### src/sv/bf3_pkg.sv
// Types and constants of the 3x3 RGB box filter.
`timescale 1ns / 1ps
`default_nettype none

package bf3_pkg;

  localparam int PIX_W     = 24;
  localparam int CH_W      = 8;
  localparam int ROW_W     = 16;
  localparam int COL_OUT_W = 10;
  localparam int CFG_W_W   = 11;
  localparam int CFG_H_W   = 16;
  localparam int SUM_W     = 12;

  localparam logic [CFG_W_W-1:0] WIDTH_RST  = 11'd640;
  localparam logic [CFG_H_W-1:0] HEIGHT_RST = 16'd480;

  // Register index, taken from paddr[2]
  localparam logic REG_WIDTH  = 1'b0;
  localparam logic REG_HEIGHT = 1'b1;

  // Input item kinds
  localparam logic REQ_PIXEL = 1'b0;
  localparam logic REQ_FLUSH = 1'b1;

  // floor(x / 9) == (x * 3641) >> 15 for every x below 32768
  localparam logic [SUM_W-1:0] DIV9_MUL   = 12'd3641;
  localparam int               DIV9_SHIFT = 15;

  // Output queue
  localparam int OQ_DEPTH = 8;
  localparam int OQ_PTR_W = 3;
  localparam int OQ_CNT_W = 4;

  typedef logic [PIX_W-1:0] pix_t;

  typedef struct packed {
    logic             req_type;
    logic [CH_W-1:0]  pixel_c0;
    logic [CH_W-1:0]  pixel_c1;
    logic [CH_W-1:0]  pixel_c2;
  } in_item_t;

  typedef struct packed {
    logic [CH_W-1:0]      out_c0;
    logic [CH_W-1:0]      out_c1;
    logic [CH_W-1:0]      out_c2;
    logic [ROW_W-1:0]     out_row;
    logic [COL_OUT_W-1:0] out_col;
    logic                 frame_end;
  } out_item_t;

  // One line store entry: newest row (a) and the row above it (b)
  typedef struct packed {
    pix_t a;
    pix_t b;
  } line_entry_t;

  // Position and kind of a pixel on its way to the output
  typedef struct packed {
    logic                 interior;
    logic                 last;
    logic [ROW_W-1:0]     row;
    logic [COL_OUT_W-1:0] col;
  } tag_t;

  typedef struct packed {
    logic                empty;
    logic [OQ_CNT_W-1:0] count;
  } oq_stat_t;

endpackage

`default_nettype wire

### src/sv/bf3_out_fifo.sv
// Output queue holding finished result pixels until the receiver takes them.
`timescale 1ns / 1ps
`default_nettype none

module bf3_out_fifo
  import bf3_pkg::*;
(
  input  wire logic clk,
  input  wire logic rst_n,
  input  wire logic push,
  input  out_item_t push_data,
  input  wire logic pop,
  output out_item_t pop_data,
  output oq_stat_t  stat
);

  out_item_t             buf_r [OQ_DEPTH];
  logic [OQ_PTR_W-1:0]   wr_ptr_r, wr_ptr_nxt;
  logic [OQ_PTR_W-1:0]   rd_ptr_r, rd_ptr_nxt;
  logic [OQ_CNT_W-1:0]   count_r, count_nxt;

  always_comb begin
    wr_ptr_nxt = push ? wr_ptr_r + 1'b1 : wr_ptr_r;
    rd_ptr_nxt = pop ? rd_ptr_r + 1'b1 : rd_ptr_r;
    count_nxt  = count_r + OQ_CNT_W'(push) - OQ_CNT_W'(pop);
  end

  always_ff @(posedge clk) begin
    if (!rst_n) begin
      wr_ptr_r <= '0;
      rd_ptr_r <= '0;
      count_r  <= '0;
    end else begin
      wr_ptr_r <= wr_ptr_nxt;
      rd_ptr_r <= rd_ptr_nxt;
      count_r  <= count_nxt;
    end
  end

  always_ff @(posedge clk) begin
    if (push) begin
      buf_r[wr_ptr_r] <= push_data;
    end
  end

  assign pop_data   = buf_r[rd_ptr_r];
  assign stat.empty = (count_r == '0);
  assign stat.count = count_r;

endmodule

`default_nettype wire

### config.mk
export PLATFORM = sky130hd
export DESIGN_NAME = bf3_out_fifo
export DESIGN_NICKNAME = d
export VERILOG_FILES = /design/src/sv/bf3_pkg.sv /design/src/sv/bf3_out_fifo.sv
export SDC_FILE = /design/constraint.sdc
export NUM_CORES = 1
export LEC_CHECK = 0
export BUFFER_PORTS_ARGS = -buffer_cell sky130_fd_sc_hd__buf_2
export CAP_MARGIN = 40
export CELL_PAD_IN_SITES_DETAIL_PLACEMENT = 1
export CELL_PAD_IN_SITES_GLOBAL_PLACEMENT = 2
export CORE_MARGIN = 3
export CORE_UTILIZATION = 48
export CTS_CLUSTER_SIZE = 28
export DETAILED_ROUTE_END_ITERATION = 10
export PLACE_DENSITY_LB_ADDON = 0.1
export SLEW_MARGIN = 10
export SYNTH_ARGS = -nofsm -noshare
export SYNTH_HDL_FRONTEND = slang
export SYNTH_SLANG_ARGS = --single-unit
### constraint.sdc
create_clock -name clk -period 7.2 [get_ports clk]
set_clock_uncertainty 0.15 [all_clocks]
set_input_delay 1.08 -clock clk [delete_from_list [all_inputs] [get_ports clk]]
set_output_delay 1.08 -clock clk [all_outputs]
set_load 0.02 [all_outputs]
==> summary.txt, run 1 <==
STA
  – Fmax: 231.9 MHz
  – RSZ-0062 raised after global routing: false
  – Final setup TNS: 0 ns
  – Post-route minimum period: 4.312 ns
  – Relative slew slack: 45.40%
  – Worst setup margin: 2.888 ns
  – Pins over their slew limit: 0
  – Worst Tran Pin Value: 0.8189 ns
  – Hold Fails Final Rpt: 0
  – Final Cycle Share: 59.89%
  – Final setup viols: 0

Setup path
  – Worst R2R Setup Slack: 4.69 ns
  – Slowest stage delay, CP: 0.63 ns
  – Worst Path Arrival: 3.08 ns
  – Delay-heaviest family, CP: buffers and inverters
  – Worst r2r src: wr_ptr_r[2]
  – R2R Path End: buf_r[0][46]
  – Crit. End Element: output port
  – CP Class: flip-flop to output port
  – CP Launch Type: flip-flop
  – CP bufs+invs: 3
  – Slowest cell on crit path: buf_4
  – FF-to-FF path depth: 4
  – Critical Path Fanout Max: 34
  – Worst path required time: 5.97 ns
  – Crit-path cells: buf_16 > buf_4 > mux4_2 > mux2_2 > buf_2

Synth
  – Yosys warns: 0
  – Synth Instances: 656
  – Syn_area_per_cell: 24.29 um2
  – Top-count cell post-synth: edfxtp_1
  – Post-synth top cells: edfxtp_1 (408), mux4_2 (102), mux2_2 (51)
  – Asr flop ratio synth: 0%
  – Number of synthesized flops with an enable pin: 408
  – Yosys reg bits: 421
  – Mapped cell area: 15930 um2
  – Cell taking the most area after synthesis: edfxtp_1
  – Primary FF master, synth: edfxtp_1
  – Synth area leaders: edfxtp_1 (77%), mux4_2 (14%), mux2_2 (3.6%)
  – Syn_nets: 719
  – Unique cell type count in the Yosys netlist: 24
  – Post-synth top area share: 76.90%
  – Register area share after synthesis: 78.54%

Placement
  – Placement Setup Slack: 3.368 ns
  – Dpl hpwl: 17.88 mm
  – Routability cong.: 0.6695
  – Cells after DPL: 1198
  – # port buffers: 110

Final layout
  – Layout cell share with drive strength beyond 1: 42.99%
  – Post-layout nets: 864
  – Fin cells: 1278
  – P&R area growth vs syn: 17.05%
  – Filler Cells Inserted: 2727
  – Final Core Density: 57.17%

Global route
  – Largest net degree at the start of global routing: 53
  – Number of global-route vias before repair: 7842
  – Antenna violations before repair: 4
  – Global-route wire length before repair: 48.78 mm
  – Remaining Overflow, GRT: 0
  – Gr usage total: 18.58%

Clock tree
  – Post-CTS Resized: 0
  – Cts bufs inserted: 43
  – Reg clk slew, reported paths: 0.06 ns
  – Root Driver: clkbuf_16
  – Clock Sinks: 421
  – CTS HTree Levels: 2
  – Setup bufs post-CTS: 0
  – TritonCTS clock tree: yes
  – Clock Latency Late Sink: 0.54 ns
  – Max Root-Sink Buffers: 3
  – Post-CTS Hold Fix Bufs: 0

Min path
  – Hold Path Stages: 2
  – Hold Path Class: flip-flop to flip-flop
  – HP Start: rd_ptr_r[1]

Detailed routing
  – First-pass DRT Iterations: 4
  – Via count: 7031
  – WL/cell: 25.23 um
  – Final wirelength: 32.25 mm
  – DRT antenna net count: 0
  – Vias/cell: 5.502
  – Iteration-0 DRC Markers: 538
  – Residual DRC: 0

Die
  – Starting Density: 48.84%
  – Site row count: 66
  – Die X: 188.2 um
  – Die area: 35410 um2
  – Core outline area: 32620 um2
  – # IOs: 111
  – Die Ht: 188.2 um

Power
  – VDD IR-drop max: 0.0001894 V
  – P_leak: 6.021 nW
  – Tot Pwr: 5.594 mW
  – Pwr Density: 300.0 nW/um2

Outcome
  – Status: completed

Flow run
  – Max Cap Viol: 0
-- sequential cells by signal, summed over array words and instances, names as in the netlist, named ones only --
register / cells
buf_r: 408
count_r: 4
rd_ptr_r: 3
wr_ptr_r: 3
-- kinds of logic (layout without fill, tap and decap cells) --
group / after synthesis / count (layout) / synth area share (%)
other: 0 / 1 / 0
xor gates and xnor gates: 5 / 5 / 0.2749
AOI/OAI and AO/OA: 2 / 2 / 0.07852
adders and majority gates: 8 / 8 / 0.6754
buffers and inverters: 36 / 215 / 1.312
and+or+nand+nor: 28 / 28 / 0.9110
DFF: 421 / 421 / 78.54
muxes: 156 / 156 / 18.21
-- where the power goes --
group | leakage [nW] | internal [mW] | total [mW] | switching (mW)
Sequential | 3.82 | 2.76 | 2.79 | 0.0323
Combinational | 1.47 | 0.220 | 0.496 | 0.277
Clock | 0.738 | 1.43 | 2.31 | 0.873
-- worst max path at each step --
stage	end	slack, ns	cells past startpoint
finish	pop_data[3]	2.89	5
global route	pop_data[3]	2.64	5
CTS	pop_data[3]	2.78	5
detailed placement	pop_data[3]	3.37	5
global placement	pop_data[3]	3.17	4
floorplan	buf_r[0][0]	1.87	2
-- cell type report --
type / instances / area (um2) / share of cell area [%]
well taps: 442 / 553.0 / 2.966
repair buffers: 129 / 789.5 / 4.234
inverters: 7 / 26.28 / 0.1409
multi-input cells: 199 / 3266 / 17.51
clock inverters: 21 / 275.3 / 1.476
clock buffers: 58 / 1215 / 6.515
flip-flops and latches: 421 / 12520 / 67.14
diodes: 1 / 2.502 / 0.01342
-- per-stage QoR --
step / hold slack (ns) / instance area, um2
4_1_cts: 0.4366 / 18650
3_3_place_gp: 0.3779 / 17010
3_5_place_dp: 0.4355 / 17160
6_report: 0.4286 / 18650
5_1_grt: 0.4689 / 18650
2_1_floorplan: 0.3625 / 15930
-- cell usage in the layout (no fill, tap or decap), types with 2 or more instances in the layout --
| master | instances |
|---|---|
| ha_1 | 7 |
| dfxtp_1 | 10 |
| mux2i_1 | 3 |
| nor2b_1 | 3 |
| nor3_2 | 2 |
| edfxtp_1 | 408 |
| clkinv_2 | 10 |
| buf_4 | 13 |
| dfxtp_4 | 2 |
| bufinv_16 | 7 |
| clkbuf_1 | 9 |
| buf_16 | 4 |
| mux4_2 | 102 |
| xnor2_1 | 3 |
| and2_1 | 7 |
| buf_2 | 110 |
| clkinv_1 | 4 |
| nand2b_1 | 4 |
| nor2_4 | 6 |
| xor2_1 | 2 |
| clkbuf_16 | 45 |
| nand2_1 | 5 |
| mux2_2 | 51 |
| clkbuf_8 | 4 |
| inv_1 | 7 |
-- worst min-delay path: stages (launching register included) --
cell and delay [ns]:
dfxtp_1 0.31, mux2i_1 0.15, nor2b_1 0.08
-- per-layer routing --
metal  GRT usage, %  share of wire, %  up-vias
met5              0              0.11        -
met4          4.848               2.0        6
met3          3.647               4.4       54
met2          31.11                50      148
met1          25.46                43     3755
li1               -                 -     3068
(Power assumes the default switching activity.)
==> inputs of run 2 (changes only) <==
--- a/config.mk
+++ b/config.mk
@@ -10,7 +10,7 @@
 export CELL_PAD_IN_SITES_DETAIL_PLACEMENT = 1
 export CELL_PAD_IN_SITES_GLOBAL_PLACEMENT = 2
 export CORE_MARGIN = 3
-export CORE_UTILIZATION = 48
+export CORE_UTILIZATION = 43
 export CTS_CLUSTER_SIZE = 28
 export DETAILED_ROUTE_END_ITERATION = 10
 export PLACE_DENSITY_LB_ADDON = 0.1
==> constraint.sdc (replaced) <==
create_clock -name clk -period 3.5 [get_ports clk]
set_clock_uncertainty 0.15 [all_clocks]
set_input_delay 0.525 -clock clk [delete_from_list [all_inputs] [get_ports clk]]
set_output_delay 0.525 -clock clk [all_outputs]
set_load 0.02 [all_outputs]
==> run 2 against run 1 <==
  * Power rose by 110%
  * Count of clock-buffer cells in the layout rose by 2
  * Routed wire length rose by 2.3%
  * Clock power rose by 100%
  * Die area rose by 11%
  * Critical endpoint is now pop_data[30]
  * Highest routed layer unchanged
  * Via count rose by 0.92%
  * Combinational power rose by 110%
  * Design area rose by 0.36%
==> summary.txt, run 2 (same netlist as run 1, synthesis figures left out) <==
Outcome
  – Status: completed

Die
  – Die area: 39400 um2 (+11%)
  – Site row count: 69 (+4.5%)
  – # IOs: 111 (unchanged)
  – Die Ht: 198.5 um (+5.5%)
  – Starting Density: 44.25% (-4.6 points)
  – Die X: 198.5 um (+5.5%)
  – Core outline area: 36000 um2 (+10%)

Setup path
  – CP Class: flip-flop to output port
  – FF-to-FF path depth: 3 (-1)
  – Critical Path Fanout Max: 20 (-41%)
  – Worst r2r src: wr_ptr_r[1]
  – R2R Path End: buf_r[2][46]
  – Crit. End Element: output port
  – Crit-path cells: buf_4 > mux4_2 > mux2_2 > buf_2
  – Worst path required time: 2.82 ns (-3.15 ns)
  – Worst R2R Setup Slack: 1.36 ns (-3.33 ns)
  – Crit path capture: pop_data[30]
  – CP Launch Type: flip-flop
  – Worst Path Arrival: 2.59 ns (-0.49 ns)
  – Slowest cell on crit path: dfxtp_4
  – Slowest stage delay, CP: 0.57 ns (-0.06 ns)

Clock tree
  – Post-CTS Resized: 0 (unchanged)
  – TritonCTS clock tree: yes
  – Max Root-Sink Buffers: 3 (unchanged)
  – Post-CTS Hold Fix Bufs: 0 (unchanged)
  – Cts bufs inserted: 45 (+4.7%)
  – Clock Sinks: 421 (unchanged)
  – CTS HTree Levels: 2 (unchanged)
  – Reg clk slew, reported paths: 0.06 ns (about the same)
  – Clock Latency Late Sink: 0.52 ns (-0.02 ns)
  – Setup bufs post-CTS: 0 (unchanged)
  – Root Driver: clkbuf_16

Final layout
  – Largest register FFs: 408 (unchanged)
  – Fin cells: 1306 (+2.2%)
  – Layout cell share with drive strength beyond 1: 43.25% (+0.25 points)
  – Design Area, Final: 18720 um2 (+0.36%)
  – Post-layout nets: 870 (+0.69%)
  – Biggest register: buf_r
  – Most frequent cells in the layout: edfxtp_1 (408), buf_2 (110), mux4_2 (102)
  – P&R area growth vs syn: 17.47%
  – Commonest non-fill, non-tap cell in the layout: edfxtp_1
  – Top flop regs: buf_r (408), count_r (4)

Detailed routing
  – DRT antenna net count: 0 (unchanged)
  – Final wirelength: 32.99 mm (+2.3%)
  – Vias/cell: 5.433 (-1.2%)
  – WL/cell: 25.26 um (+0.13%)
  – Iteration-0 DRC Markers: 362 (-33%)
  – Residual DRC: 0 (unchanged)
  – First-pass DRT Iterations: 4 (unchanged)
  – Via count: 7096 (+0.92%)

Placement
  – Dpl cell area: 17220 um2 (+0.35%)
  – Dpl hpwl: 18.36 mm (+2.7%)
  – Cells after DPL: 1221 (+1.9%)
  – # port buffers: 110 (unchanged)
  – Routability cong.: 0.6801 (+1.6%)

STA
  – Relative slew slack: 52.87% (+7.5 points)
  – Pins over their slew limit: 0 (unchanged)
  – Final Cycle Share: 93.15%
  – Final setup viols: 0 (unchanged)
  – Hold_ws: 0.1031 ns (-0.3255 ns)
  – Post-route minimum period: 3.260 ns
  – Final setup TNS: 0 ns (unchanged)
  – Hold Fails Final Rpt: 0 (unchanged)
  – Fmax: 306.7 MHz
  – Worst Tran Pin Value: 0.7052 ns (-0.1137 ns)
  – RSZ-0062 raised after global routing: false

Global route
  – Largest net degree at the start of global routing: 52 (-1.9%)
  – Antenna violations before repair: 2 (-2)
  – Global-route wire length before repair: 49.57 mm (+1.6%)
  – Gr usage total: 17.07% (-1.5 points)
  – Number of global-route vias before repair: 7917 (+0.96%)
  – Remaining Overflow, GRT: 0 (unchanged)

Min path
  – Hold Path Class: primary input to flip-flop

Flow run
  – Max Cap Viol: 0 (unchanged)

Power
  – Net load switching power: 2.474 mW (+110%)
  – Clock network power share: 40.9% (-0.3 points)
  – Pwr Density: 613.7 nW/um2 (+100%)
  – P_leak: 6.031 nW (+0.17%)
  – Switching Share: 21.54% (+0.42 points)
  – Logic gate share of total power: 9.0% (about the same)
  – VDD IR-drop max: 0.0003864 V (+100%)
  – Tot Pwr: 11.49 mW (+110%)
  – Pint: 9.012 mW (+100%)
  – Seq pwr share: 50.1% (+0.2 points)
-- run 2: changes by cell type in the layout (fill, tap and decap cells not counted), sizes merged --
cell,previous run,this run
buf,129,133
bufinv,7,5
clkbuf,58,60
clkinv,14,17
clkinvlp,0,1
inv,7,8
-- run 2: worst min-delay path by stage --
stage / start / endpoint / slack, ns / cells past startpoint
4_1_cts: push_data[9] / buf_r[3][9] / 0.08 / 1
3_5_place_dp: rd_ptr_r[1] / flip-flop / 0.43 / 2
6_report: push_data[25] / buf_r[6][25] / 0.10 / 1
3_3_place_gp: rd_ptr_r[2] / flip-flop / 0.42 / 2
5_1_grt: push_data[39] / buf_r[5][39] / 0.08 / 1
2_1_floorplan: rd_ptr_r[1] / flip-flop / 0.36 / 2
-- run 2: per-layer routing --
metal,vias up,GRT usage [%],share of wire (%)
met5,-,0,0.070
met2,146,28.65,50
met4,4,3.982,1.8
met3,54,3.201,4.3
li1,3082,-,-
met1,3810,23.58,44
-- run 2: cell type report --
cell class	instances	area (um2)
Fill cell	3120	17290
Sequential cell	421	12520
Multi-Input combinational cell	199	3278
Clock buffer	60	1245
Timing Repair Buffer	133	810.8
Tap cell	461	576.8
Clock inverter	24	252.7
Inverter	7	26.28
Antenna cell	1	2.502
-- run 2: worst max-delay path: cells and delay by family, from the launching register on --
family	cells	cell delay (ns)
buffers and inverters	2	0.62
DFF	1	0.57
muxes	2	0.85
-- run 2: power groups by stage --
| stage | logic (mW) | clock network (mW) | registers, mW |
|---|---|---|---|
| finish | 1.03 | 4.70 | 5.75 |
| global route | 1.12 | 5.05 | 5.77 |
| CTS | 1.06 | 4.83 | 5.76 |
| detailed placement | 1.05 | 0 | 5.86 |
| global placement | 1.02 | 0 | 5.85 |
| floorplan | 0.685 | 0 | 5.84 |
-- run 2: stage by stage --
stage	setup WS [ns]	util, %
finish	0.2399	51.99
global route	0.05728	51.98
CTS	0.1633	51.98
detailed placement	0.7480	47.82
global placement	0.7842	47.82
floorplan	0.09703	-
==> inputs of run 3 (changes only) <==
--- a/config.mk
+++ b/config.mk
@@ -13,6 +13,7 @@
 export CORE_UTILIZATION = 43
 export CTS_CLUSTER_SIZE = 28
 export DETAILED_ROUTE_END_ITERATION = 10
+export GPL_TIMING_DRIVEN = 0
 export PLACE_DENSITY_LB_ADDON = 0.1
 export SLEW_MARGIN = 10
 export SYNTH_ARGS = -nofsm -noshare
==> run 3 against run 2 <==
  * Final cell count rose by 2.2%
  * Critical path depth increased by 1
  * Via count increased by 2.1%
  * Power fell by 0.42%
  * Count of clock-buffer cells in the layout down 7
  * Global-route usage is 0.96 points higher
  * Flip-flop and latch count unchanged
  * Die area stayed put
  * Hold slack got worse by 0.0099 ns
  * Clock power decreased by 2%
  * First-iteration DRC count is 21% higher
  * Critical path type unchanged
  * Largest cell class unchanged
  * Highest routed layer unchanged
==> summary.txt, run 3 (same netlist as run 1, synthesis figures left out) <==
Outcome
  – Status: completed

STA
  – Pins over their slew limit: 0 (unchanged)
  – Hold Fails Final Rpt: 0 (unchanged)
  – Fmax: 300.4 MHz (-2.1%)
  – Post-route minimum period: 3.329 ns (+0.06873 ns)
  – Final setup TNS: 0 ns (unchanged)
  – Final setup viols: 0 (unchanged)
  – Final Cycle Share: 95.11% (+2.0 points)
  – Worst Tran Pin Value: 0.8435 ns (+0.1382 ns)
  – Hold_ws: 0.09325 ns (-0.009857 ns)
  – Relative slew slack: 43.59% (-9.3 points)
  – RSZ-0062 raised after global routing: false

Final layout
  – Top flop regs: buf_r (408), count_r (4)
  – Filler Cells Inserted: 3139 (+0.61%)
  – Commonest non-fill, non-tap cell in the layout: edfxtp_1
  – Final Core Density: 53.10% (+1.1 points)
  – P&R area growth vs syn: 20.00%
  – Most frequent cells in the layout: edfxtp_1 (408), buf_2 (118), mux4_2 (102)
  – Post-layout nets: 903 (+3.8%)
  – Biggest register: buf_r
  – Design Area, Final: 19120 um2 (+2.1%)
  – # diodes: 0 (-1)
  – Largest register FFs: 408 (unchanged)
  – Layout cell share with drive strength beyond 1: 43.48% (+0.23 points)

Setup path
  – Worst r2r src: wr_ptr_r[2]
  – Critical Path Fanout Max: 10 (-50%)
  – Crit. End Element: output port
  – CP Launch Type: flip-flop
  – Worst Path Arrival: 2.65 ns (+0.06 ns)
  – CP Class: flip-flop to output port
  – Worst path required time: 2.82 ns (about the same)

Clock tree
  – Max Root-Sink Buffers: 3 (unchanged)
  – Cts bufs inserted: 46 (+2.2%)
  – Post-CTS Hold Fix Bufs: 0 (unchanged)
  – CTS HTree Levels: 2 (unchanged)
  – TritonCTS clock tree: yes
  – Clock Sinks: 421 (unchanged)
  – Reg clk slew, reported paths: 0.06 ns (about the same)
  – Root Driver: clkbuf_16
  – Clock Latency Late Sink: 0.55 ns (+0.03 ns)

Die
  – Die area: 39400 um2 (unchanged)
  – Site row count: 69 (unchanged)
  – Die X: 198.5 um (unchanged)
  – Die Ht: 198.5 um (unchanged)
  – Core outline area: 36000 um2 (unchanged)
  – Starting Density: 44.25% (unchanged)
  – # IOs: 111 (unchanged)

Min path
  – HP Start: push_data[42]
  – Hold Path Class: primary input to flip-flop

Power
  – Logic gate share of total power: 9.8% (+0.8 points)
  – Pint: 8.915 mW (-1.1%)
  – Net load switching power: 2.522 mW (+1.9%)
  – Pwr Density: 598.3 nW/um2 (-2.5%)
  – Switching Share: 22.05% (+0.51 points)
  – Seq pwr share: 50.0% (about the same)
  – Clock network power share: 40.2% (-0.7 points)
  – P_leak: 6.204 nW (+2.9%)
  – VDD IR-drop max: 0.0003825 V (-1.0%)

Global route
  – Global-route wire length before repair: 51.79 mm (+4.5%)
  – Largest net degree at the start of global routing: 22 (-58%)
  – Gr usage total: 18.02% (+0.96 points)
  – Number of global-route vias before repair: 8060 (+1.8%)
  – Antenna violations before repair: 1 (-1)
  – Remaining Overflow, GRT: 0 (unchanged)

Detailed routing
  – Vias/cell: 5.425 (-0.15%)
  – Final wirelength: 34.45 mm (+4.4%)
  – WL/cell: 25.80 um (+2.1%)
  – Iteration-0 DRC Markers: 437 (+21%)
  – DRT antenna net count: 0 (unchanged)
  – First-pass DRT Iterations: 4 (unchanged)
  – Via count: 7243 (+2.1%)
  – Residual DRC: 0 (unchanged)

Placement
  – Dpl hpwl: 21.33 mm (+16%)
  – Routability cong.: 0.6857 (+0.82%)
  – # port buffers: 110 (unchanged)
  – Dpl cell area: 17670 um2 (+2.6%)

Flow run
  – Max Cap Viol: 0 (unchanged)
-- run 3: cell types whose count changed in the layout (fill, tap and decap cells not counted), sizes merged, moves of 2 or more --
cell / delta
clkinvlp: +2
buf: +21
clkinv: +3
clkbuf: +4
-- run 3: worst max-delay path, stage by stage, from the launching register on --
cell,delay (ns)
dfxtp_1,0.34
buf_2,0.27
buf_1,0.61
mux4_2,0.40
mux2_2,0.31
buf_2,0.17
-- run 3: metrics by stage --
step,setup WS [ns],total power [mW],instances
2_1_floorplan,0.09703,6.527,656
6_report,0.1712,11.44,1335
3_5_place_dp,0.6687,6.969,1253
4_1_cts,0.06458,11.59,1335
5_1_grt,0.01542,11.89,1335
3_3_place_gp,-2.805,6.897,1227
-- run 3: what timing repair did --
action	in CTS	in global routing
setup buffers	0	0
resized for setup	0	2
setup endpoints to repair	0	4
-- run 3: routing by layer --
layer  share of wire, %  global-route usage (%)  up-vias
met5              0.020                       0        -
met4                1.9                   4.815        2
met3                5.0                   3.354       48
met2                 51                   30.40      173
met1                 42                   24.49     3869
li1                   -                       -     3151
-- run 3: area by class of cell --
class                   count  area (um2)  area share, %
inverters                   7       26.28         0.1374
flip-flops and latches    421       12510          65.45
clock buffers              53        1199          6.270
repair buffers            136        1095          5.727
well taps                 461       576.8          3.017
multi-input cells         199        3278          17.15
clock inverters            29       245.2          1.283
plain buffers              29       185.2         0.9687
-- run 3: worst paths after layout --
kind	endpoint	slack [ns]	depth (start not counted)
max	pop_data[16]	0.17	5
min	buf_r[5][42]	0.09	1
max reg2reg	buf_r[4][44]	1.06	5
min reg2reg	rd_ptr_r[1]	0.42	2
-- run 3: power groups by stage --
stage | combinational [mW] | clock [mW] | sequential (mW)
5_1_grt | 1.21 | 4.94 | 5.73
2_1_floorplan | 0.685 | 0 | 5.84
3_3_place_gp | 1.06 | 0 | 5.83
6_report | 1.12 | 4.60 | 5.72
4_1_cts | 1.15 | 4.72 | 5.72
3_5_place_dp | 1.14 | 0 | 5.83
